[src/rtl/fan_pid_drive_controller_core_assert.svh]
// ----------------------------------------------------------------------------
// Fan PID drive controller: assertion macros
// Shared concurrent assertion forms used at the end of the top level.
// ----------------------------------------------------------------------------
`ifndef FAN_PID_DRIVE_CONTROLLER_CORE_ASSERT_SVH
`define FAN_PID_DRIVE_CONTROLLER_CORE_ASSERT_SVH

// Same-cycle implication, disabled while reset is low.
`define FPD_ASSERT_NOW(label, clk, rst_n, ante, cons) \
    label: assert property (@(posedge clk) disable iff (!(rst_n)) (ante) |-> (cons)) \
        else $error("fan pid drive controller: assertion failed");

// Next-cycle implication, disabled while reset is low.
`define FPD_ASSERT_NEXT(label, clk, rst_n, ante, cons) \
    label: assert property (@(posedge clk) disable iff (!(rst_n)) (ante) |=> (cons)) \
        else $error("fan pid drive controller: assertion failed");

`endif

[src/rtl/fpd_pkg.sv]
// ----------------------------------------------------------------------------
// fpd_pkg
// Widths, register indexes, microcode fields and program for the fan PID
// drive controller.
// ----------------------------------------------------------------------------
package fpd_pkg;

    // Fraction bits of the integral term and the drive accumulator
    localparam int FRAC_BITS = 8;
    localparam int UP_SH     = (FRAC_BITS >= 8) ? FRAC_BITS - 8 : 0;
    localparam int DN_SH     = (FRAC_BITS < 8) ? 8 - FRAC_BITS : 0;
    localparam int DUTY_MAX  = 255;

    localparam int TEMP_W    = 8;
    localparam int GAIN_W    = 16;
    localparam int LIMIT_W   = 15;
    localparam int SECS_W    = 16;
    localparam int ERR_W     = 10;
    localparam int DIFF_W    = 11;
    localparam int MA_W      = GAIN_W + ERR_W;          // gain * error
    localparam int MB_W      = SECS_W + 1;
    localparam int PROD_W    = MA_W + MB_W;
    localparam int DMAG_W    = GAIN_W + DIFF_W;         // |gain_deriv * diff|
    localparam int NUM_W     = DMAG_W + UP_SH;
    localparam int DEN_W     = SECS_W + DN_SH;
    localparam int ACC_W     = PROD_W + UP_SH + 5;
    localparam int INTEG_W   = LIMIT_W + UP_SH + 1;
    localparam int DRV_W     = 8 + FRAC_BITS;

    localparam int CFG_IDX_W  = 4;
    localparam int CFG_DATA_W = 16;
    localparam logic [CFG_IDX_W-1:0] CFG_TARGET   = CFG_IDX_W'(0);
    localparam logic [CFG_IDX_W-1:0] CFG_OVERHEAT = CFG_IDX_W'(1);
    localparam logic [CFG_IDX_W-1:0] CFG_MIN_DUTY = CFG_IDX_W'(2);
    localparam logic [CFG_IDX_W-1:0] CFG_INIT     = CFG_IDX_W'(3);
    localparam logic [CFG_IDX_W-1:0] CFG_GAIN_P   = CFG_IDX_W'(4);
    localparam logic [CFG_IDX_W-1:0] CFG_GAIN_I   = CFG_IDX_W'(5);
    localparam logic [CFG_IDX_W-1:0] CFG_LIMIT    = CFG_IDX_W'(6);
    localparam logic [CFG_IDX_W-1:0] CFG_GAIN_D   = CFG_IDX_W'(7);

    typedef enum logic [1:0] {MA_GP, MA_GI, MA_GD, MA_PROD} t_mul_a;
    typedef enum logic [1:0] {MB_ERR, MB_DIFF, MB_SECS} t_mul_b;
    typedef enum logic [1:0] {ACC_NONE, ACC_LOAD_P, ACC_ADD_INTEG, ACC_ADD_QUOT} t_acc_op;
    typedef enum logic [1:0] {INTEG_NONE, INTEG_SUM, INTEG_CLAMP} t_integ_op;
    typedef enum logic [1:0] {WAIT_NONE, WAIT_DIV, WAIT_OUT} t_wait;

    typedef struct packed {
        t_mul_a    mul_a;
        t_mul_b    mul_b;
        logic      mul_en;
        t_acc_op   acc_op;
        t_integ_op integ_op;
        logic      div_start;
        t_wait     wait_on;
        logic      finish;
    } t_ctrl;

    typedef struct packed {
        logic div_busy;
        logic out_busy;
    } t_status;

    localparam t_ctrl CTRL_NOP = '{MA_GP, MB_ERR, 1'b0, ACC_NONE, INTEG_NONE, 1'b0,
                                   WAIT_NONE, 1'b0};

    localparam int PROG_LEN = 9;
    localparam int PC_W     = $clog2(PROG_LEN);

    // Update program: P, I and D products on the shared multiplier,
    // integral clamp, serial divide for D, then output clamp.
    function automatic t_ctrl rom_word(input logic [PC_W-1:0] pc);
        t_ctrl w;
        w = CTRL_NOP;
        case (pc)
            PC_W'(0): begin
                w.mul_en = 1'b1; w.mul_a = MA_GP; w.mul_b = MB_ERR;
            end
            PC_W'(1): begin
                w.mul_en = 1'b1; w.mul_a = MA_GI; w.mul_b = MB_ERR;
                w.acc_op = ACC_LOAD_P;
            end
            PC_W'(2): begin
                w.mul_en = 1'b1; w.mul_a = MA_PROD; w.mul_b = MB_SECS;
            end
            PC_W'(3): begin
                w.mul_en = 1'b1; w.mul_a = MA_GD; w.mul_b = MB_DIFF;
                w.integ_op = INTEG_SUM;
            end
            PC_W'(4): begin
                w.integ_op = INTEG_CLAMP;
            end
            PC_W'(5): begin
                w.acc_op = ACC_ADD_INTEG; w.div_start = 1'b1;
            end
            PC_W'(6): begin
                w.wait_on = WAIT_DIV;
            end
            PC_W'(7): begin
                w.acc_op = ACC_ADD_QUOT;
            end
            PC_W'(8): begin
                w.wait_on = WAIT_OUT; w.finish = 1'b1;
            end
            default: w = CTRL_NOP;
        endcase
        return w;
    endfunction

    // Q8.8 product to accumulator scale, truncating toward zero
    function automatic logic signed [ACC_W-1:0] q8_scale(input logic signed [ACC_W-1:0] v);
        logic signed [ACC_W-1:0] up;
        logic signed [ACC_W-1:0] bias;
        up   = v <<< UP_SH;
        bias = v[ACC_W-1] ? $signed((ACC_W'(1) << DN_SH) - ACC_W'(1)) : '0;
        return (up + bias) >>> DN_SH;
    endfunction

endpackage

[src/rtl/fpd_div.sv]
// ----------------------------------------------------------------------------
// fpd_div
// Restoring divider, one quotient bit a cycle, with signed result truncated
// toward zero.
// ----------------------------------------------------------------------------
module fpd_div (
    input  logic                                i_clk,
    input  logic                                i_rst_n,
    input  logic                                i_start,
    input  logic                                i_neg,
    input  logic [fpd_pkg::NUM_W-1:0]           i_num,
    input  logic [fpd_pkg::DEN_W-1:0]           i_den,
    output logic                                o_busy,
    output logic signed [fpd_pkg::NUM_W:0]      o_quot
);

    localparam int CNT_W = $clog2(fpd_pkg::NUM_W + 1);

    logic                         r_busy;
    logic [CNT_W-1:0]             r_cnt;
    logic [fpd_pkg::NUM_W-1:0]    r_quo;
    logic [fpd_pkg::DEN_W-1:0]    r_rem;
    logic [fpd_pkg::DEN_W-1:0]    r_den;
    logic                         r_neg;

    logic [fpd_pkg::DEN_W:0]      s_shift;
    logic [fpd_pkg::DEN_W:0]      s_trial;
    logic                         s_fits;

    assign s_shift = {r_rem, r_quo[fpd_pkg::NUM_W-1]};
    assign s_trial = s_shift - {1'b0, r_den};
    assign s_fits  = !s_trial[fpd_pkg::DEN_W];

    always_ff @(posedge i_clk) begin
        if (!i_rst_n) begin
            r_busy <= 1'b0;
            r_cnt  <= '0;
        end else if (i_start) begin
            r_busy <= 1'b1;
            r_cnt  <= CNT_W'(fpd_pkg::NUM_W);
            r_quo  <= i_num;
            r_rem  <= '0;
            r_den  <= i_den;
            r_neg  <= i_neg;
        end else if (r_busy) begin
            r_rem <= s_fits ? s_trial[fpd_pkg::DEN_W-1:0] : s_shift[fpd_pkg::DEN_W-1:0];
            r_quo <= {r_quo[fpd_pkg::NUM_W-2:0], s_fits};
            r_cnt <= r_cnt - CNT_W'(1);
            if (r_cnt == CNT_W'(1)) begin
                r_busy <= 1'b0;
            end
        end
    end

    assign o_busy = r_busy;
    assign o_quot = r_neg ? -$signed({1'b0, r_quo}) : $signed({1'b0, r_quo});

endmodule

[src/rtl/fpd_seq.sv]
// ----------------------------------------------------------------------------
// fpd_seq
// Microcode sequencer: step counter over the update program, with holds on
// the divider and the output register.
// ----------------------------------------------------------------------------
module fpd_seq (
    input  logic                 i_clk,
    input  logic                 i_rst_n,
    input  logic                 i_start,
    input  fpd_pkg::t_status     i_status,
    output fpd_pkg::t_ctrl       o_ctrl,
    output logic                 o_run
);

    logic                        r_run;
    logic [fpd_pkg::PC_W-1:0]    r_pc;
    fpd_pkg::t_ctrl              s_word;
    logic                        s_hold;

    assign s_word = fpd_pkg::rom_word(r_pc);

    always_comb begin
        unique case (s_word.wait_on)
            fpd_pkg::WAIT_DIV: s_hold = i_status.div_busy;
            fpd_pkg::WAIT_OUT: s_hold = i_status.out_busy;
            default:           s_hold = 1'b0;
        endcase
    end

    always_ff @(posedge i_clk) begin
        if (!i_rst_n) begin
            r_run <= 1'b0;
            r_pc  <= '0;
        end else if (!r_run) begin
            if (i_start) begin
                r_run <= 1'b1;
                r_pc  <= '0;
            end
        end else if (!s_hold) begin
            if (s_word.finish) begin
                r_run <= 1'b0;
                r_pc  <= '0;
            end else begin
                r_pc <= r_pc + fpd_pkg::PC_W'(1);
            end
        end
    end

    // Suppress the word while holding so that its actions run once
    assign o_ctrl = (r_run && !s_hold) ? s_word : fpd_pkg::CTRL_NOP;
    assign o_run  = r_run;

endmodule

[src/rtl/fan_pid_drive_controller_core.sv]
// ----------------------------------------------------------------------------
// fan_pid_drive_controller_core
// Incremental PID fan drive: keeps the hottest temperature of a round and,
// on the last item, updates the drive accumulator under microcode control.
//
//   Channel  Handshake                 Payload
//   in       i_in_valid / o_in_ready   i_drive_temp, i_last_drive, i_elapsed_secs
//   out      o_out_valid / i_out_ready o_duty, o_round_max_temp, o_forced_full
//   cfg      i_cfg_valid / o_cfg_ready i_cfg_index, i_cfg_data
//
// A non-last item, or a last item with zero elapsed seconds, is accepted without
// starting the program. An update runs the program, which holds at the divide
// step while the bit-serial divider forms its NUM_W (27) quotient bits for the
// derivative term; the result is registered at the final step of the program.
// Reset is synchronous, active low; configuration and controller state registers
// return to their reset values, the working and output data registers do not.
// A stalled output holds the program at its final step; input waits until
// the program has finished.
// ----------------------------------------------------------------------------
`include "fan_pid_drive_controller_core_assert.svh"

module fan_pid_drive_controller_core (
    input  logic                              i_clk,
    input  logic                              i_rst_n,
    input  logic                              i_in_valid,
    output logic                              o_in_ready,
    input  logic [7:0]                        i_drive_temp,
    input  logic                              i_last_drive,
    input  logic [15:0]                       i_elapsed_secs,
    output logic                              o_out_valid,
    input  logic                              i_out_ready,
    output logic [7:0]                        o_duty,
    output logic [7:0]                        o_round_max_temp,
    output logic                              o_forced_full,
    input  logic                              i_cfg_valid,
    output logic                              o_cfg_ready,
    input  logic [fpd_pkg::CFG_IDX_W-1:0]     i_cfg_index,
    input  logic [fpd_pkg::CFG_DATA_W-1:0]    i_cfg_data
);

    localparam int ACC_W  = fpd_pkg::ACC_W;
    localparam int PROD_W = fpd_pkg::PROD_W;
    localparam int FRAC   = fpd_pkg::FRAC_BITS;

    // Configuration
    logic [7:0]                          r_target;
    logic [7:0]                          r_overheat;
    logic [7:0]                          r_min_duty;
    logic signed [fpd_pkg::GAIN_W-1:0]   r_gain_p;
    logic signed [fpd_pkg::GAIN_W-1:0]   r_gain_i;
    logic signed [fpd_pkg::GAIN_W-1:0]   r_gain_d;
    logic [fpd_pkg::LIMIT_W-1:0]         r_limit;

    // Controller state
    logic [7:0]                          r_hottest;
    logic signed [fpd_pkg::INTEG_W-1:0]  r_integ;
    logic signed [fpd_pkg::ERR_W-1:0]    r_last_err;
    logic [fpd_pkg::DRV_W-1:0]           r_drive;

    // Working registers of one update
    logic [7:0]                          r_rmax;
    logic signed [fpd_pkg::ERR_W-1:0]    r_err;
    logic signed [fpd_pkg::DIFF_W-1:0]   r_diff;
    logic [fpd_pkg::SECS_W-1:0]          r_secs;
    logic signed [PROD_W-1:0]            r_mul;
    logic signed [ACC_W-1:0]             r_acc;
    logic signed [ACC_W-1:0]             r_tsum;

    logic                                r_out_valid;
    logic [7:0]                          r_duty;
    logic [7:0]                          r_out_max;
    logic                                r_forced;

    fpd_pkg::t_ctrl                      s_ctrl;
    fpd_pkg::t_status                    s_status;
    logic                                s_run;
    logic                                s_in_acc;
    logic                                s_start;
    logic [7:0]                          n_max;
    logic signed [fpd_pkg::ERR_W-1:0]    s_err;
    logic signed [fpd_pkg::MA_W-1:0]     s_ma;
    logic signed [fpd_pkg::MB_W-1:0]     s_mb;
    logic signed [PROD_W-1:0]            s_prod;
    logic signed [ACC_W-1:0]             s_mul_q8;
    logic signed [ACC_W-1:0]             s_lim;
    logic signed [ACC_W-1:0]             s_full;
    logic signed [ACC_W-1:0]             s_floor;
    logic                                s_dneg;
    logic [PROD_W-1:0]                   s_dabs;
    logic [fpd_pkg::NUM_W-1:0]           s_num;
    logic [fpd_pkg::DEN_W-1:0]           s_den;
    logic                                s_div_busy;
    logic signed [fpd_pkg::NUM_W:0]      s_quot;
    logic                                s_forced;
    logic [fpd_pkg::DRV_W-1:0]           n_drive;

    assign o_in_ready  = !s_run;
    assign o_cfg_ready = 1'b1;
    assign s_in_acc    = i_in_valid && o_in_ready;
    assign n_max       = (i_drive_temp > r_hottest) ? i_drive_temp : r_hottest;
    assign s_err       = $signed({2'b00, n_max}) - $signed({2'b00, r_target});
    assign s_start     = s_in_acc && i_last_drive && (i_elapsed_secs != '0);

    assign s_status.div_busy = s_div_busy;
    assign s_status.out_busy = r_out_valid && !i_out_ready;

    fpd_seq u_seq (
        .i_clk    (i_clk),
        .i_rst_n  (i_rst_n),
        .i_start  (s_start),
        .i_status (s_status),
        .o_ctrl   (s_ctrl),
        .o_run    (s_run)
    );

    // Shared multiplier operands
    always_comb begin
        unique case (s_ctrl.mul_a)
            fpd_pkg::MA_GP:   s_ma = fpd_pkg::MA_W'(r_gain_p);
            fpd_pkg::MA_GI:   s_ma = fpd_pkg::MA_W'(r_gain_i);
            fpd_pkg::MA_GD:   s_ma = fpd_pkg::MA_W'(r_gain_d);
            default:          s_ma = r_mul[fpd_pkg::MA_W-1:0];
        endcase
        unique case (s_ctrl.mul_b)
            fpd_pkg::MB_ERR:  s_mb = fpd_pkg::MB_W'(r_err);
            fpd_pkg::MB_DIFF: s_mb = fpd_pkg::MB_W'(r_diff);
            default:          s_mb = $signed({1'b0, r_secs});
        endcase
    end

    assign s_prod   = s_ma * s_mb;
    assign s_mul_q8 = fpd_pkg::q8_scale(ACC_W'(r_mul));
    assign s_lim    = $signed((ACC_W'(r_limit) << fpd_pkg::UP_SH) >> fpd_pkg::DN_SH);
    assign s_full   = $signed(ACC_W'(fpd_pkg::DUTY_MAX) << FRAC);
    assign s_floor  = $signed(ACC_W'(r_min_duty) << FRAC);

    // Derivative divide: magnitude of gain_deriv * diff over scaled seconds
    assign s_dneg = r_mul[PROD_W-1];
    assign s_dabs = s_dneg ? PROD_W'(-r_mul) : PROD_W'(r_mul);
    assign s_num  = fpd_pkg::NUM_W'(s_dabs[fpd_pkg::DMAG_W-1:0]) << fpd_pkg::UP_SH;
    assign s_den  = fpd_pkg::DEN_W'(r_secs) << fpd_pkg::DN_SH;

    fpd_div u_div (
        .i_clk   (i_clk),
        .i_rst_n (i_rst_n),
        .i_start (s_ctrl.div_start),
        .i_neg   (s_dneg),
        .i_num   (s_num),
        .i_den   (s_den),
        .o_busy  (s_div_busy),
        .o_quot  (s_quot)
    );

    // Final clamp of the accumulator
    assign s_forced = r_rmax > r_overheat;
    always_comb begin
        if (s_forced || r_acc > s_full) begin
            n_drive = fpd_pkg::DRV_W'(s_full);
        end else if (r_acc < s_floor) begin
            n_drive = fpd_pkg::DRV_W'(s_floor);
        end else begin
            n_drive = fpd_pkg::DRV_W'(r_acc);
        end
    end

    always_ff @(posedge i_clk) begin
        if (!i_rst_n) begin
            r_target    <= 8'd37;
            r_overheat  <= 8'd50;
            r_min_duty  <= 8'd80;
            r_gain_p    <= 16'sd256;
            r_gain_i    <= '0;
            r_limit     <= 15'd2560;
            r_gain_d    <= '0;
            r_hottest   <= '0;
            r_integ     <= '0;
            r_last_err  <= '0;
            r_drive     <= fpd_pkg::DRV_W'(128) << FRAC;
            r_out_valid <= 1'b0;
        end else begin
            if (i_cfg_valid) begin
                case (i_cfg_index)
                    fpd_pkg::CFG_TARGET:   r_target   <= i_cfg_data[7:0];
                    fpd_pkg::CFG_OVERHEAT: r_overheat <= i_cfg_data[7:0];
                    fpd_pkg::CFG_MIN_DUTY: r_min_duty <= i_cfg_data[7:0];
                    fpd_pkg::CFG_INIT:     r_drive    <= {i_cfg_data[7:0], FRAC'(0)};
                    fpd_pkg::CFG_GAIN_P:   r_gain_p   <= $signed(i_cfg_data);
                    fpd_pkg::CFG_GAIN_I:   r_gain_i   <= $signed(i_cfg_data);
                    fpd_pkg::CFG_LIMIT:    r_limit    <= i_cfg_data[fpd_pkg::LIMIT_W-1:0];
                    fpd_pkg::CFG_GAIN_D:   r_gain_d   <= $signed(i_cfg_data);
                    default: ;
                endcase
            end

            // Round maximum; clear at every end of round
            if (s_in_acc) begin
                r_hottest <= i_last_drive ? 8'd0 : n_max;
            end
            if (s_start) begin
                r_rmax <= n_max;
                r_secs <= i_elapsed_secs;
                r_err  <= s_err;
                r_diff <= fpd_pkg::DIFF_W'(s_err) - fpd_pkg::DIFF_W'(r_last_err);
            end

            if (s_ctrl.mul_en) begin
                r_mul <= s_prod;
            end

            case (s_ctrl.acc_op)
                fpd_pkg::ACC_LOAD_P:    r_acc <= $signed(ACC_W'(r_drive)) + s_mul_q8;
                fpd_pkg::ACC_ADD_INTEG: r_acc <= r_acc + ACC_W'(r_integ);
                fpd_pkg::ACC_ADD_QUOT:  r_acc <= r_acc + ACC_W'(s_quot);
                default: ;
            endcase

            case (s_ctrl.integ_op)
                fpd_pkg::INTEG_SUM: r_tsum <= ACC_W'(r_integ) + s_mul_q8;
                fpd_pkg::INTEG_CLAMP: begin
                    if (r_tsum > s_lim) begin
                        r_integ <= fpd_pkg::INTEG_W'(s_lim);
                    end else if (r_tsum < -s_lim) begin
                        r_integ <= fpd_pkg::INTEG_W'(-s_lim);
                    end else begin
                        r_integ <= fpd_pkg::INTEG_W'(r_tsum);
                    end
                end
                default: ;
            endcase

            if (s_ctrl.finish) begin
                r_drive     <= n_drive;
                r_last_err  <= r_err;
                r_out_valid <= 1'b1;
                r_duty      <= n_drive[fpd_pkg::DRV_W-1:FRAC];
                r_out_max   <= r_rmax;
                r_forced    <= s_forced;
            end else if (i_out_ready) begin
                r_out_valid <= 1'b0;
            end
        end
    end

    assign o_out_valid      = r_out_valid;
    assign o_duty           = r_duty;
    assign o_round_max_temp = r_out_max;
    assign o_forced_full    = r_forced;

    `FPD_ASSERT_NOW(a_forced_is_full, i_clk, i_rst_n, o_out_valid && o_forced_full, o_duty == 8'd255)
    `FPD_ASSERT_NOW(a_duty_floor, i_clk, i_rst_n, o_out_valid, (o_duty == 8'd255) || (o_duty >= r_min_duty))
    `FPD_ASSERT_NOW(a_idle_divider, i_clk, i_rst_n, o_in_ready, !s_div_busy)
    `FPD_ASSERT_NEXT(a_start_runs, i_clk, i_rst_n, s_start, !o_in_ready)

endmodule

[config.mk]
export PLATFORM = sky130hd
export DESIGN_NAME = fan_pid_drive_controller_core
export DESIGN_NICKNAME = d
export VERILOG_FILES = /design/src/rtl/fpd_pkg.sv /design/src/rtl/fpd_div.sv /design/src/rtl/fpd_seq.sv /design/src/rtl/fan_pid_drive_controller_core.sv
export VERILOG_INCLUDE_DIRS = /design/src /design/src/rtl
export SDC_FILE = /design/constraint.sdc
export NUM_CORES = 2
export LEC_CHECK = 0
export BUFFER_PORTS_ARGS = -buffer_cell sky130_fd_sc_hd__buf_2
export CAP_MARGIN = 10
export CORE_UTILIZATION = 45
export CTS_CLUSTER_DIAMETER = 30
export CTS_CLUSTER_SIZE = 16
export DETAILED_ROUTE_END_ITERATION = 12
export SETUP_SLACK_MARGIN = 0.02
export SLEW_MARGIN = 40
export SYNTH_ARGS = -nofsm -noshare
export SYNTH_HDL_FRONTEND = slang
export SYNTH_SLANG_ARGS = --single-unit
export TNS_END_PERCENT = 50
[constraint.sdc]
create_clock -name i_clk -period 13.25 [get_ports i_clk]
set_input_delay 1.325 -clock i_clk [delete_from_list [all_inputs] [get_ports i_clk]]
set_output_delay 1.325 -clock i_clk [all_outputs]
set_load 0.005 [all_outputs]
==> impl_metrics.yaml <==
worst_hold_path:
  hp-start: "r_last_err[7]"
  hold_path_class: "register to register"
sta:
  timing.final.crit_share_pct: 81.6
  setup_tns_ns: 0
  rsz0062_at_grt: "no"
  final.setup_skew_ns: 0.0502
  final.hold.worst_slack_ns: 0.457
  layout_setup_ws_ns: 2.44
  clock.fmax_ghz: 0.0925
  slew-limit-headroom_pct: 44.0
  finalSetupViolations: 0
  final.min_clock_period_ns: 10.81
  timing.final.hold_violations: 0
  timing_worst_slew_pin_value_ns: 0.838
  final_slew_viol_count: 0
cts:
  clockRootBuffer: "clkbuf_16"
  clock_tree_from_tritoncts: "built"
  cts.htree.levels: 3
  tritoncts_num_sinks: 403
  clk_transition_reported_paths_ns: 0.05
  cts_hold_buf: 0
  clock_insertion_delay_worst_skew_ns: 0.67
  post-cts-setup-buffers: 0
  resized_gates_after_cts: 0
  number_of_buffers_on_the_longest_clock_path: 3
  numCtsBuffers: 98
global_route:
  via_count_of_the_first_global_routing_pass: 33300
  globalRouteTotalUtil_pct: 25.9
  grt_pass1_wl_mm: 189
  grt_start_max_net_pins: 78
  antenna_found_initial: 1
  grt-ovfl-total: 0
synthesis:
  yosysTopAreaCellShare_pct: 21.0
  synthesis.area_per_instance_um2: 9.06
  synth-main-ff-cell: "edfxtp_1"
  yosys_cell_types: 88
  yosys-top-cells-area: "fa_1 (21%), edfxtp_1 (18%), ha_1 (10%)"
  synth_area_um2: 41700
  synth_sequential_area_ratio_pct: 25.5
  asyncSetResetFlopFracSynth_pct: 0
  yosys_register_bits: 403
  syn-num-nets: 5427
  netlist.top_cell.by_area: "fa_1"
  synth-warning-count: 0
  post_synth_inst_count: 4601
  count_of_flip_flops_with_a_built_in_enable_after_synthesis: 255
placement:
  post-place-ws_ns: 2.35
  dp.final_hpwl_mm: 92.7
  place.detailed.instances: 5734
  routabilityCongestion: 0.919
  portBuffers: 68
  placedInstanceArea_um2: 43400
outcome:
  outcome: "completed"
layout:
  ant_cells: 0
  final_util_pct: 51.1
  finish.cell_count_without_fillers: 5919
  final_layout_size_suffix_gt1_share_pct: 7.54
  syn2layout_area_growth_pct: 12.4
  nets: 5475
  finalInstanceArea_um2: 46900
run:
  timing.max_cap.violations: 0
die:
  io-pin-count: 70
  placementRows: 111
  die_area_um2: 93800
  initial_core_util_pct: 45.5
  dieHeight_um: 306
  standard_cell_core_area_um2: 91700
  chipWidth_um: 306
routing:
  drt_pre_antenna_iters: 6
  drc: 0
  dr_total_vias: 33000
  route.detailed.vias_per_inst: 5.57
  drt_iter0_markers: 2582
  wl_per_instance_um: 20.2
  drt_wl_total_mm: 119
  postRouteAntennaNets: 0
setup_path:
  critical_path.reg2reg.startpoint: "u_seq.r_pc[0]"
  most_used_cell_cp: "fa_1"
  critical-path-max-stage-delay_ns: 0.71
  critical_path.startpoint_type: "register"
  endpoint_kind: "register"
  cp-startpoint: "u_seq.r_pc[0]"
  crit_arrival_ns: 11.21
  critPathRequiredTime_ns: 13.65
  type_of_the_worst_setup_path: "register to register"
  slowest_stage: "a21oi_1"
  critical_path_peak_fanout: 36
power:
  leakage_nw: 21.1
  powerDensity_nw_per_um2: 102
  ir_worst_vdd_mv: 0.126
  fin_total_pwr_mw: 4.76
-- logic make-up after synthesis --
family	count (synthesis)	share of synthesized area, %
xor gates and xnor gates	254	5.36
and+or+nand+nor	1361	14.4
adders and majority gates	776	31.2
other	1	0.00900
AOI/OAI and AO/OA	930	14.0
DFF	403	25.5
buffers and inverters	775	7.03
muxes	101	2.48
-- final timing paths --
check                        to  slack, ns  depth (start not counted)
setup reg to reg      r_mul[41]       2.44                         35
hold reg to reg   r_last_err[7]       0.46                          2
hold / removal    r_last_err[7]       0.46                          2
setup / recovery      r_mul[41]       2.44                         35
-- power breakdown --
group / switching, mW / total [mW] / leakage, nW / internal, mW
clock network: 0.810 / 2.48 / 1.68 / 1.67
logic: 0.528 / 0.861 / 15.9 / 0.333
registers: 0.0367 / 1.42 / 3.51 / 1.38
-- cell type report --
cell class	instances	area [um^2]
clock buffer	123	2670
clock inverter	61	796
fill	8537	44800
inverter	607	2280
multi-input combinational	3423	28300
sequential	403	10600
tap	1186	1480
timing repair buffer	116	702
-- worst max-delay path, delay by kind of cell (launching register included) --
kind	cells	cell delay, ns
flops	1	0.35
buf+inv	6	0.89
xor+xnor	1	0.15
fa+ha+maj	9	4.47
simple gates	7	1.53
compound gates	12	3.18
-- Yosys cell counts, types with 82 or more instances --
library cell,count
fa_1,438
dfxtp_1,148
ha_1,338
inv_1,606
o21ai_0,178
a21o_1,101
mux2i_1,82
xor2_1,101
clkbuf_1,154
nand2_1,533
a21oi_1,274
edfxtp_1,255
nor2_1,467
xnor2_1,152
-- routing by layer --
layer  part of all wire (%)  vias to the layer above  wire length [um]  global-route usage (%)
li1                       -                    15600                 -                       -
met1                     47                    16100             55600                    37.3
met2                     44                     1072             51900                    40.0
met3                    6.8                      203              8110                    3.79
met4                    3.1                        0              3670                    8.10
met5                      0                        -                 0                       0
-- cell usage in the layout, fill, tap and decap left out, drive strengths merged, types with 12 or more instances in the layout --
master,n
nor2b,34
ha,338
o31ai,25
a21o,101
nor2,467
or3,14
o21a,59
o21bai,26
and3,33
a22o,18
mux2,19
clkbuf,123
a211oi,27
fa,438
o211ai,16
dfxtp,148
buf,116
clkinv,31
nand2b,38
nor3,52
inv,620
o22ai,32
xnor2,153
nor3b,13
a31oi,23
bufinv,12
a22oi,36
and2,25
nor4,29
nand4,36
o21ai,220
mux2i,82
xor2,101
nand3,39
edfxtp,255
a21oi,274
nand2,533
-- registers in the layout, summed over array words and instances (netlist names), 27 cells and up --
register	cells
r_acc	48
r_mul	43
r_tsum	44
u_div.r_quo	27
No activity file was read; power rests on OpenSTA's default activity.
